[src/hw/rtl/assert_macros.svh]
// Assertion macros shared by the line derivative filter modules.
`ifndef ASSERT_MACROS_SVH
`define ASSERT_MACROS_SVH

// Check that a property holds on every clock edge outside reset.
`define LDF_ASSERT(lbl, prop, msg) \
	lbl: assert property (@(posedge clk) disable iff (!arst_n) (prop)) else $error(msg);

// Check that a condition never occurs outside reset.
`define LDF_NEVER(lbl, cond, msg) \
	lbl: assert property (@(posedge clk) disable iff (!arst_n) !(cond)) else $error(msg);

`endif

[src/hw/rtl/ldf_pkg.sv]
// Types, constants and helpers shared by the line derivative filter modules.
package ldf_pkg;

	localparam int SAMPLE_WIDTH = 16;
	localparam int FRAC_BITS    = 8;
	localparam int WIN_DEPTH    = 7;
	localparam int OUT_W        = 25;
	localparam int COUNT_W      = 3;
	localparam logic [COUNT_W-1:0] COUNT_MAX = 3'd7;

	// Numerator: coefficient magnitudes sum to at most 12, so four guard bits
	localparam int NUM_W = SAMPLE_WIDTH + 4;
	// Scaled magnitude: numerator magnitude shifted up by the fraction bits
	localparam int SC_W  = NUM_W + FRAC_BITS;

	// Reciprocal constants for division by ten and by twenty-eight
	localparam int RECIP_SHIFT = SC_W + 1;
	localparam int RECIP_W     = RECIP_SHIFT - 3;
	localparam logic [RECIP_W-1:0] RECIP_10 = RECIP_W'((64'd1 << RECIP_SHIFT) / 10);
	localparam logic [RECIP_W-1:0] RECIP_28 = RECIP_W'((64'd1 << RECIP_SHIFT) / 28);

	// Result queue depth
	localparam int QDEPTH = 8;
	localparam int QPTR_W = $clog2(QDEPTH);
	localparam int QCNT_W = QPTR_W + 1;
	localparam logic [QCNT_W-1:0] QDEPTH_C = QCNT_W'(QDEPTH);

	// Mode register codes
	localparam logic [2:0] MODE_CENTRAL = 3'd0;
	localparam logic [2:0] MODE_NEXT    = 3'd1;
	localparam logic [2:0] MODE_SG5     = 3'd2;
	localparam logic [2:0] MODE_SG7     = 3'd3;
	localparam logic [2:0] MODE_PASS    = 3'd4;

	typedef enum logic [1:0] {
		DIV_1,
		DIV_2,
		DIV_10,
		DIV_28
	} div_sel_t;

	// Per-item bookkeeping: result count, main result present, line end
	typedef struct packed {
		logic [2:0] n_out;
		logic       main;
		logic       last;
	} meta_t;

	// Numerator word handed from the front end to the scaler
	typedef struct packed {
		logic                    valid;
		logic signed [NUM_W-1:0] num;
		div_sel_t                div;
		meta_t                   meta;
	} num_word_t;

	// Queue entry: finished value plus bookkeeping
	typedef struct packed {
		logic signed [OUT_W-1:0] value;
		meta_t                   meta;
	} entry_t;

	// Left and right half-widths of the window for a mode
	function automatic logic [3:0] half_widths(input logic [2:0] m);
		logic [3:0] hw;
		unique case (m)
			MODE_CENTRAL: hw = {2'd1, 2'd1};
			MODE_NEXT:    hw = {2'd0, 2'd1};
			MODE_SG5:     hw = {2'd2, 2'd2};
			MODE_SG7:     hw = {2'd3, 2'd3};
			default:      hw = {2'd0, 2'd0};
		endcase
		return hw;
	endfunction

endpackage

[src/hw/rtl/ldf_front.sv]
// Front end: mode register, sample window, line position, classification and numerator.
module ldf_front (
	input  logic                                  clk,
	input  logic                                  arst_n,
	input  logic                                  mode_we,
	input  logic [2:0]                            mode_wdata,
	input  logic                                  accept,
	input  logic signed [ldf_pkg::SAMPLE_WIDTH-1:0] sample,
	input  logic                                  line_end,
	output logic                                  busy_s1,
	output ldf_pkg::num_word_t                    word_s2
);
	import ldf_pkg::*;

	logic [2:0]                     mode_q;
	logic signed [SAMPLE_WIDTH-1:0] window_q [WIN_DEPTH];
	logic [COUNT_W-1:0]             count_q;

	logic                           valid_s1;
	logic [2:0]                     mode_s1;
	logic                           zero_s1;
	meta_t                          meta_s1;

	logic [3:0]                     hw;
	logic [1:0]                     hl, hr;
	logic                           main;
	logic                           zero;
	logic [2:0]                     flush;
	logic [2:0]                     i_plus;
	logic signed [NUM_W-1:0]        w [WIN_DEPTH];
	logic signed [NUM_W-1:0]        num;
	div_sel_t                       div;

	// Hold the mode register
	always_ff @(posedge clk or negedge arst_n) begin
		if (!arst_n) begin
			mode_q <= MODE_CENTRAL;
		end else if (mode_we) begin
			mode_q <= mode_wdata;
		end
	end

	// Classify the incoming word against its line position
	always_comb begin
		hw     = half_widths(mode_q);
		hl     = hw[3:2];
		hr     = hw[1:0];
		i_plus = count_q + 3'd1;
		main   = ({1'b0, count_q} >= {2'b00, hr});
		zero   = ({1'b0, count_q} < ({2'b00, hl} + {2'b00, hr}));
		if (!line_end) begin
			flush = 3'd0;
		end else if ({1'b0, i_plus} < {2'b00, hr} && count_q != COUNT_MAX) begin
			flush = i_plus;
		end else begin
			flush = {1'b0, hr};
		end
	end

	// Advance the window and the line position on each accepted word
	always_ff @(posedge clk or negedge arst_n) begin
		if (!arst_n) begin
			for (int k = 0; k < WIN_DEPTH; k++) begin
				window_q[k] <= '0;
			end
			count_q  <= '0;
			valid_s1 <= 1'b0;
		end else begin
			valid_s1 <= accept && (main || line_end);
			if (accept) begin
				for (int k = WIN_DEPTH - 1; k > 0; k--) begin
					window_q[k] <= window_q[k-1];
				end
				window_q[0] <= sample;
				if (line_end) begin
					count_q <= '0;
				end else if (count_q != COUNT_MAX) begin
					count_q <= i_plus;
				end
			end
		end
	end

	// Capture the classification beside the updated window
	always_ff @(posedge clk) begin
		if (accept) begin
			mode_s1       <= mode_q;
			zero_s1       <= zero;
			meta_s1.n_out <= {2'b00, main} + flush;
			meta_s1.main  <= main;
			meta_s1.last  <= line_end;
		end
	end

	// Form the numerator from the window as it stands after this word
	always_comb begin
		for (int k = 0; k < WIN_DEPTH; k++) begin
			w[k] = NUM_W'(window_q[k]);
		end
		unique case (mode_s1)
			MODE_CENTRAL: begin
				num = w[0] - w[2];
				div = DIV_2;
			end
			MODE_NEXT: begin
				num = w[0] - w[1];
				div = DIV_1;
			end
			MODE_SG5: begin
				num = (w[0] <<< 1) + w[1] - w[3] - (w[4] <<< 1);
				div = DIV_10;
			end
			MODE_SG7: begin
				num = (w[0] <<< 1) + w[0] + (w[1] <<< 1) + w[2]
				    - w[4] - (w[5] <<< 1) - (w[6] <<< 1) - w[6];
				div = DIV_28;
			end
			default: begin
				num = w[0];
				div = DIV_1;
			end
		endcase
		if (zero_s1) begin
			num = '0;
		end
	end

	// Register the numerator word for the scaler
	always_ff @(posedge clk or negedge arst_n) begin
		if (!arst_n) begin
			word_s2 <= '0;
		end else begin
			word_s2.valid <= valid_s1;
			word_s2.num   <= num;
			word_s2.div   <= div;
			word_s2.meta  <= meta_s1;
		end
	end

	assign busy_s1 = valid_s1;

endmodule

[src/hw/rtl/ldf_scale.sv]
// Scaler: fixed-point scaling and rounded division by a constant via reciprocal.
module ldf_scale (
	input  logic               clk,
	input  logic               arst_n,
	input  ldf_pkg::num_word_t word_s2,
	output logic               busy_s3,
	output logic               push,
	output ldf_pkg::entry_t    push_entry
);
	import ldf_pkg::*;

	logic                        sign;
	logic [NUM_W-1:0]            mag;
	logic [SC_W-1:0]             x;
	logic [SC_W-1:0]             half;
	logic [RECIP_W-1:0]          recip;
	logic [SC_W+RECIP_W-1:0]     prod;

	logic                        valid_s3;
	logic                        sign_s3;
	logic [SC_W-1:0]             x_s3;
	logic [SC_W-1:0]             q0_s3;
	div_sel_t                    div_s3;
	meta_t                       meta_s3;

	logic [SC_W-1:0]             den;
	logic [SC_W-1:0]             rem;
	logic [SC_W-1:0]             q;
	logic [OUT_W-1:0]            q_out;

	// Take the magnitude, scale it, add half the divisor, multiply by the reciprocal
	always_comb begin
		sign = word_s2.num[NUM_W-1];
		mag  = sign ? NUM_W'(-word_s2.num) : NUM_W'(word_s2.num);
		unique case (word_s2.div)
			DIV_1:   half = '0;
			DIV_2:   half = SC_W'(1);
			DIV_10:  half = SC_W'(5);
			default: half = SC_W'(14);
		endcase
		recip = (word_s2.div == DIV_10) ? RECIP_10 : RECIP_28;
		x     = (SC_W'(mag) << FRAC_BITS) + half;
		prod  = (SC_W + RECIP_W)'(x) * (SC_W + RECIP_W)'(recip);
	end

	always_ff @(posedge clk or negedge arst_n) begin
		if (!arst_n) begin
			valid_s3 <= 1'b0;
		end else begin
			valid_s3 <= word_s2.valid;
		end
	end

	always_ff @(posedge clk) begin
		sign_s3 <= sign;
		x_s3    <= x;
		q0_s3   <= SC_W'(prod >> RECIP_SHIFT);
		div_s3  <= word_s2.div;
		meta_s3 <= word_s2.meta;
	end

	// Correct the estimated quotient by one step and restore the sign
	always_comb begin
		den = (div_s3 == DIV_10) ? SC_W'(10) : SC_W'(28);
		rem = x_s3 - SC_W'(q0_s3 * den);
		unique case (div_s3)
			DIV_1:   q = x_s3;
			DIV_2:   q = x_s3 >> 1;
			default: q = (rem >= den) ? q0_s3 + SC_W'(1) : q0_s3;
		endcase
		q_out = OUT_W'(q);
	end

	assign push             = valid_s3;
	assign push_entry.value = sign_s3 ? -$signed(q_out) : $signed(q_out);
	assign push_entry.meta  = meta_s3;
	assign busy_s3          = valid_s3;

endmodule

[src/hw/rtl/ldf_queue.sv]
// Result queue between the arithmetic pipeline and the output sequencer.
`include "assert_macros.svh"

module ldf_queue (
	input  logic                          clk,
	input  logic                          arst_n,
	input  logic                          push,
	input  ldf_pkg::entry_t               push_entry,
	input  logic                          pop,
	output logic                          head_valid,
	output ldf_pkg::entry_t               head_entry,
	output logic [ldf_pkg::QCNT_W-1:0]    count
);
	import ldf_pkg::*;

	entry_t              mem_q [QDEPTH];
	logic [QPTR_W-1:0]   wr_ptr_q;
	logic [QPTR_W-1:0]   rd_ptr_q;
	logic [QCNT_W-1:0]   count_q;

	// Store pushed entries
	always_ff @(posedge clk) begin
		if (push) begin
			mem_q[wr_ptr_q] <= push_entry;
		end
	end

	// Advance pointers and occupancy
	always_ff @(posedge clk or negedge arst_n) begin
		if (!arst_n) begin
			wr_ptr_q <= '0;
			rd_ptr_q <= '0;
			count_q  <= '0;
		end else begin
			if (push) begin
				wr_ptr_q <= wr_ptr_q + QPTR_W'(1);
			end
			if (pop) begin
				rd_ptr_q <= rd_ptr_q + QPTR_W'(1);
			end
			count_q <= count_q + QCNT_W'(push) - QCNT_W'(pop);
		end
	end

	assign head_valid = (count_q != '0);
	assign head_entry = mem_q[rd_ptr_q];
	assign count      = count_q;

	`LDF_NEVER(a_queue_overflow, push && !pop && count_q == QDEPTH_C, "push into full queue")
	`LDF_NEVER(a_queue_underflow, pop && count_q == '0, "pop from empty queue")

endmodule

[src/hw/rtl/ldf_back.sv]
// Output sequencer: expands each queue entry into its results and drives the output register.
`include "assert_macros.svh"

module ldf_back (
	input  logic                                clk,
	input  logic                                arst_n,
	input  logic                                head_valid,
	input  ldf_pkg::entry_t                     head_entry,
	output logic                                pop,
	output logic                                deriv_valid,
	input  logic                                deriv_ready,
	output logic signed [ldf_pkg::OUT_W-1:0]    derivative,
	output logic                                line_last
);
	import ldf_pkg::*;

	logic [1:0]              sub_q;
	logic                    out_valid_q;
	logic signed [OUT_W-1:0] deriv_q;
	logic                    last_q;

	logic                    load;
	logic                    final_word;

	// Load the output register whenever it is empty or being drained
	assign load       = !out_valid_q || deriv_ready;
	assign final_word = ({1'b0, sub_q} + 3'd1 == head_entry.meta.n_out);
	assign pop        = head_valid && load && final_word;

	// Step through the results of the head entry
	always_ff @(posedge clk or negedge arst_n) begin
		if (!arst_n) begin
			sub_q       <= '0;
			out_valid_q <= 1'b0;
		end else if (load) begin
			out_valid_q <= head_valid;
			if (head_valid) begin
				sub_q <= final_word ? 2'd0 : sub_q + 2'd1;
			end
		end
	end

	// Main result first, then flushed zeros; flag the last of the line
	always_ff @(posedge clk) begin
		if (load && head_valid) begin
			deriv_q <= (sub_q == 2'd0 && head_entry.meta.main) ? head_entry.value : '0;
			last_q  <= head_entry.meta.last && final_word;
		end
	end

	assign deriv_valid = out_valid_q;
	assign derivative  = deriv_q;
	assign line_last   = last_q;

	`LDF_ASSERT(a_pop_restarts, pop |=> sub_q == 2'd0, "entry sequencer not rewound after pop")

endmodule

[src/hw/rtl/line_derivative_filter_core.sv]
// Top level of the line derivative filter.
//
// Samples of one image line enter on the sample channel (sample_valid /
// sample_ready), line_end set on the last one. Results leave on the deriv
// channel (deriv_valid / deriv_ready): one derivative per sample, signed with
// 8 fraction bits, line_last set on the final result of a line.
// The mode register is written through mode_we / mode_wdata while idle.
// Throughput: one sample per cycle while sample_ready is high. Results
// trail by the pipeline plus the window lag of the selected mode (0 to 3
// samples); the line end word releases up to 4 results in a burst.
// The 3-stage arithmetic pipeline and the 8-entry result queue share a credit
// count: sample_ready drops when queued plus in-flight words reach 8, which
// is what holds input back while the receiver stalls or a flush burst drains.
// Reset clears the mode (central difference), the window, the line position,
// the queue pointers and occupancy, and the output valid flag and sequencer.
`include "assert_macros.svh"

module line_derivative_filter_core (
	input  logic                                  clk,
	input  logic                                  arst_n,
	input  logic                                  mode_we,
	input  logic [2:0]                            mode_wdata,
	input  logic                                  sample_valid,
	output logic                                  sample_ready,
	input  logic signed [ldf_pkg::SAMPLE_WIDTH-1:0] sample,
	input  logic                                  line_end,
	output logic                                  deriv_valid,
	input  logic                                  deriv_ready,
	output logic signed [ldf_pkg::OUT_W-1:0]      derivative,
	output logic                                  line_last
);
	import ldf_pkg::*;

	logic              accept;
	logic              busy_s1;
	logic              busy_s3;
	num_word_t         word_s2;
	logic              push;
	entry_t            push_entry;
	logic              pop;
	logic              head_valid;
	entry_t            head_entry;
	logic [QCNT_W-1:0] q_count;
	logic [QCNT_W:0]   credit_used;

	// Count queued words plus those still in the pipeline
	assign credit_used  = {1'b0, q_count} + (QCNT_W + 1)'(busy_s1)
	                    + (QCNT_W + 1)'(word_s2.valid) + (QCNT_W + 1)'(busy_s3);
	assign sample_ready = (credit_used < {1'b0, QDEPTH_C});
	assign accept       = sample_valid && sample_ready;

	ldf_front u_front (
		.clk        (clk),
		.arst_n     (arst_n),
		.mode_we    (mode_we),
		.mode_wdata (mode_wdata),
		.accept     (accept),
		.sample     (sample),
		.line_end   (line_end),
		.busy_s1    (busy_s1),
		.word_s2    (word_s2)
	);

	ldf_scale u_scale (
		.clk        (clk),
		.arst_n     (arst_n),
		.word_s2    (word_s2),
		.busy_s3    (busy_s3),
		.push       (push),
		.push_entry (push_entry)
	);

	ldf_queue u_queue (
		.clk        (clk),
		.arst_n     (arst_n),
		.push       (push),
		.push_entry (push_entry),
		.pop        (pop),
		.head_valid (head_valid),
		.head_entry (head_entry),
		.count      (q_count)
	);

	ldf_back u_back (
		.clk         (clk),
		.arst_n      (arst_n),
		.head_valid  (head_valid),
		.head_entry  (head_entry),
		.pop         (pop),
		.deriv_valid (deriv_valid),
		.deriv_ready (deriv_ready),
		.derivative  (derivative),
		.line_last   (line_last)
	);

	`LDF_NEVER(a_credit_bound, credit_used > {1'b0, QDEPTH_C}, "credit count exceeds queue depth")

endmodule
[config.mk]
export PLATFORM = sky130hd
export DESIGN_NAME = line_derivative_filter_core
export DESIGN_NICKNAME = d
export VERILOG_FILES = /design/src/hw/rtl/ldf_pkg.sv /design/src/hw/rtl/ldf_front.sv /design/src/hw/rtl/ldf_scale.sv /design/src/hw/rtl/ldf_queue.sv /design/src/hw/rtl/ldf_back.sv /design/src/hw/rtl/line_derivative_filter_core.sv
export VERILOG_INCLUDE_DIRS = /design/src /design/src/hw/rtl
export SDC_FILE = /design/constraint.sdc
export NUM_CORES = 2
export LEC_CHECK = 0
export BUFFER_PORTS_ARGS = -buffer_cell sky130_fd_sc_hd__buf_2
export CORE_MARGIN = 1.5
export CORE_UTILIZATION = 34
export CTS_CLUSTER_SIZE = 10
export DETAILED_ROUTE_END_ITERATION = 10
export GPL_ROUTABILITY_DRIVEN = 0
export SETUP_SLACK_MARGIN = 0.2
export SYNTH_ARGS = -nofsm -noshare
export SYNTH_HDL_FRONTEND = slang
export SYNTH_HIERARCHICAL = 1
export SYNTH_SLANG_ARGS = --single-unit
[constraint.sdc]
create_clock -name clk -period 26.4 [get_ports clk]
set_clock_uncertainty 0.1 [all_clocks]
set_input_delay 1.32 -clock clk [delete_from_list [all_inputs] [get_ports clk]]
set_output_delay 1.32 -clock clk [all_outputs]
set_load 0.05 [all_outputs]
==> impl_metrics.json <==
{
  "h-tree-depth": 2,
  "startpoint_type": "flop",
  "die_h_um": 361.1,
  "max_stage_delay_ns": 0.84,
  "drc": 0,
  "postRouteAntennaNets": 0,
  "crit_path_top_delay_cell": "a2111oi_0",
  "wirelength_um": 109500,
  "period_share_pct": 38.91,
  "clock.fmax_mhz": 97.35,
  "portBuffers": 52,
  "ys_seq_elements": 492,
  "synth.most_common_cell": "inv_1",
  "finalSetupTns_ns": 0,
  "cts_max_path_buffers": 3,
  "drtIter0Drc": 2333,
  "areaGrowthSynthToFinish_pct": 8.777,
  "syn_inst": 4075,
  "synth_flop_cell": "edfxtp_1",
  "ctsResizeCount": 0,
  "synth_top_area_share_pct": 21.63,
  "dpl_cell_area_um2": 45650,
  "vias_per_cell": 5.078,
  "cp_common_cell": "fa_1",
  "clk_latency_ns": 0.65,
  "grt_use_met3_pct": 1.966,
  "worst_pin_slew_ns": 1.229,
  "drv_slew": 0,
  "grt_pass1_wl_um": 174100,
  "cts_root_buffer": "clkbuf_16",
  "grt.busiest_layer": "met2",
  "crit_path_end_kind": "flop",
  "yosys.area.top_type": "fa_1",
  "cts_tree": "yes",
  "synth_area_per_cell_um2": 10.70,
  "post-cts-setup-buffers": 0,
  "grt_use_met1_pct": 24.42,
  "hpwl_um": 85300,
  "yosysWarningCount": 6,
  "synth_seq_area_share_pct": 30.76,
  "cp_num_buf_inv": 3,
  "crit_arrival_ns": 10.68,
  "cap_violations": 0,
  "die_x_um": 361.1,
  "hold_path.class": "reg2reg",
  "numCtsBuffers": 58,
  "fin_cells": 5804,
  "wl_per_cell_um": 18.86,
  "hold-worst-slack_ns": 0.2417,
  "worstSetupPathType": "reg2reg",
  "antenna_cells": 0,
  "fin_nets": 5019,
  "firstDrtPassIters": 6,
  "pin_count": 53,
  "rsz0062_at_grt": "no",
  "grt_use_total_pct": 16.89,
  "relSlewSlack_pct": 17.81,
  "crit_family": "adder cells",
  "grt_remaining_overflow": 0,
  "clkSinkCount": 492,
  "use_met2_pct": 27.12,
  "finalSetupViolCount": 0,
  "path_clk_slew_ns": 0.06,
  "die_area_um2": 130400,
  "synth_top_cells_by_count": "inv_1 (807), fa_1 (471), ha_1 (426)",
  "coreArea_um2": 127400,
  "grt_max_degree": 229,
  "synth_area_um2": 43590,
  "layout-drive-gt1-share_pct": 5.939,
  "rows": 131,
  "antenna_found_initial": 3,
  "fin_area_um2": 47420,
  "synth.distinct_cells": 95,
  "holdBufCountCts": 0,
  "async_flop_share_pct": 32.72,
  "status": "complete, no violations",
  "dp_cells": 5699,
  "cp_max_fo": 11,
  "synth-edff-count": 275,
  "hold_viol": 0,
  "grt_pass1_vias": 30310,
  "initial_core_util_pct": 34.23,
  "cp.required_ns": 26.81,
  "post-route-min-period_ns": 10.27,
  "vias": 29470,
  "yosys-top-cells-area": "fa_1 (22%), edfxtp_1 (19%), ha_1 (12%)"
}
## cell families after synthesis
| group | Yosys count | synth area share, % |
|---|---|---|
| DFF | 492 | 30.76 |
| xor gates and xnor gates | 146 | 2.934 |
| adders and majority gates | 897 | 33.86 |
| buffers and inverters | 956 | 8.556 |
| other | 2 | 0.01723 |
| and+or+nand+nor | 797 | 8.786 |
| AOI/OAI and AO/OA | 663 | 9.871 |
| muxes | 122 | 5.218 |
## state kept, by name, summed over array words and instances, names as in the netlist, 3 cells and up
name	cells
u_queue/mem_q	240
u_scale/push_entry	5
u_front/mode_q	3
u_front/word_s2	28
u_queue/wr_ptr_q	3
u_front/meta_s1	5
u_front/w	112
u_front/mode_s1	3
u_front/count_q	3
u_queue/count	4
u_scale/x_s3	23
u_scale/q0_s3	25
u_queue/rd_ptr_q	3
u_back/derivative	25
## stage by stage
| step | utilization, % | setup slack, ns |
|---|---|---|
| CTS | 37.23 | 16.23 |
| floorplan | - | 17.94 |
| global route | 37.23 | 15.59 |
| detailed placement | 35.84 | 16.30 |
| global placement | 35.84 | 16.38 |
| finish | 37.23 | 16.13 |
## final cells by class
type                       instances  area [um2]
multi-input combinational       2657       26630
tap                             1662        2079
timing repair buffer              80       489.2
fill                           12510       79940
clock buffer                      95        1600
clock inverter                    10       170.2
sequential                       492       13410
inverter                         808        3033
## worst reg2reg max path: cells and delay by family, from the launching register on
kind | cells | cell delay [ns]
AOI/OAI and AO/OA | 11 | 2.98
xor gates and xnor gates | 2 | 0.85
adders and majority gates | 7 | 3.25
buffers and inverters | 3 | 0.51
DFF | 1 | 0.60
and+or+nand+nor | 5 | 1.84
## layout by cell type (no fill, tap or decap), types with 55 or more instances in the layout
cell type  instances
inv_1            807
fa_1             471
ha_1             425
edfxtp_1         275
nand2_1          255
nor2_1           204
o21ai_0          181
a21oi_1          159
dfrtp_1          159
xnor2_1           88
mux4_1            59
clkbuf_16         58
xor2_1            58
dfxtp_1           56
nand3_1           55
## final timing paths
path | startpoint | end | slack (ns) | cells after the start
min | u_front/word_s2[2]$_DFF_PN0_ | u_scale/push_entry[2]$_DFF_P_ | 0.24 | 0
max reg2reg | u_front/word_s2[7]$_DFF_PN0_ | u_scale/q0_s3[24]$_DFF_P_ | 16.13 | 28
max | u_front/word_s2[7]$_DFF_PN0_ | u_scale/q0_s3[24]$_DFF_P_ | 16.13 | 28
min in group asynchronous | arst_n | u_front/w[109]$_DFFE_PN0P_ | 0.49 | 1
min reg2reg | u_front/word_s2[2]$_DFF_PN0_ | u_scale/push_entry[2]$_DFF_P_ | 0.24 | 0
max in group asynchronous | arst_n | u_queue/rd_ptr_q[2]$_DFFE_PN0P_ | 24.51 | 2
## layer usage
layer  up-vias  wire length, um
li1      13710                -
met1     14790            50950
met2       823            50370
met3       152             5738
met4         0             2427
met5         -                0
Power is left out: the tool's default activity adds up to more than one toggle a clock period on the data nets, which glitch-free logic cannot reach.
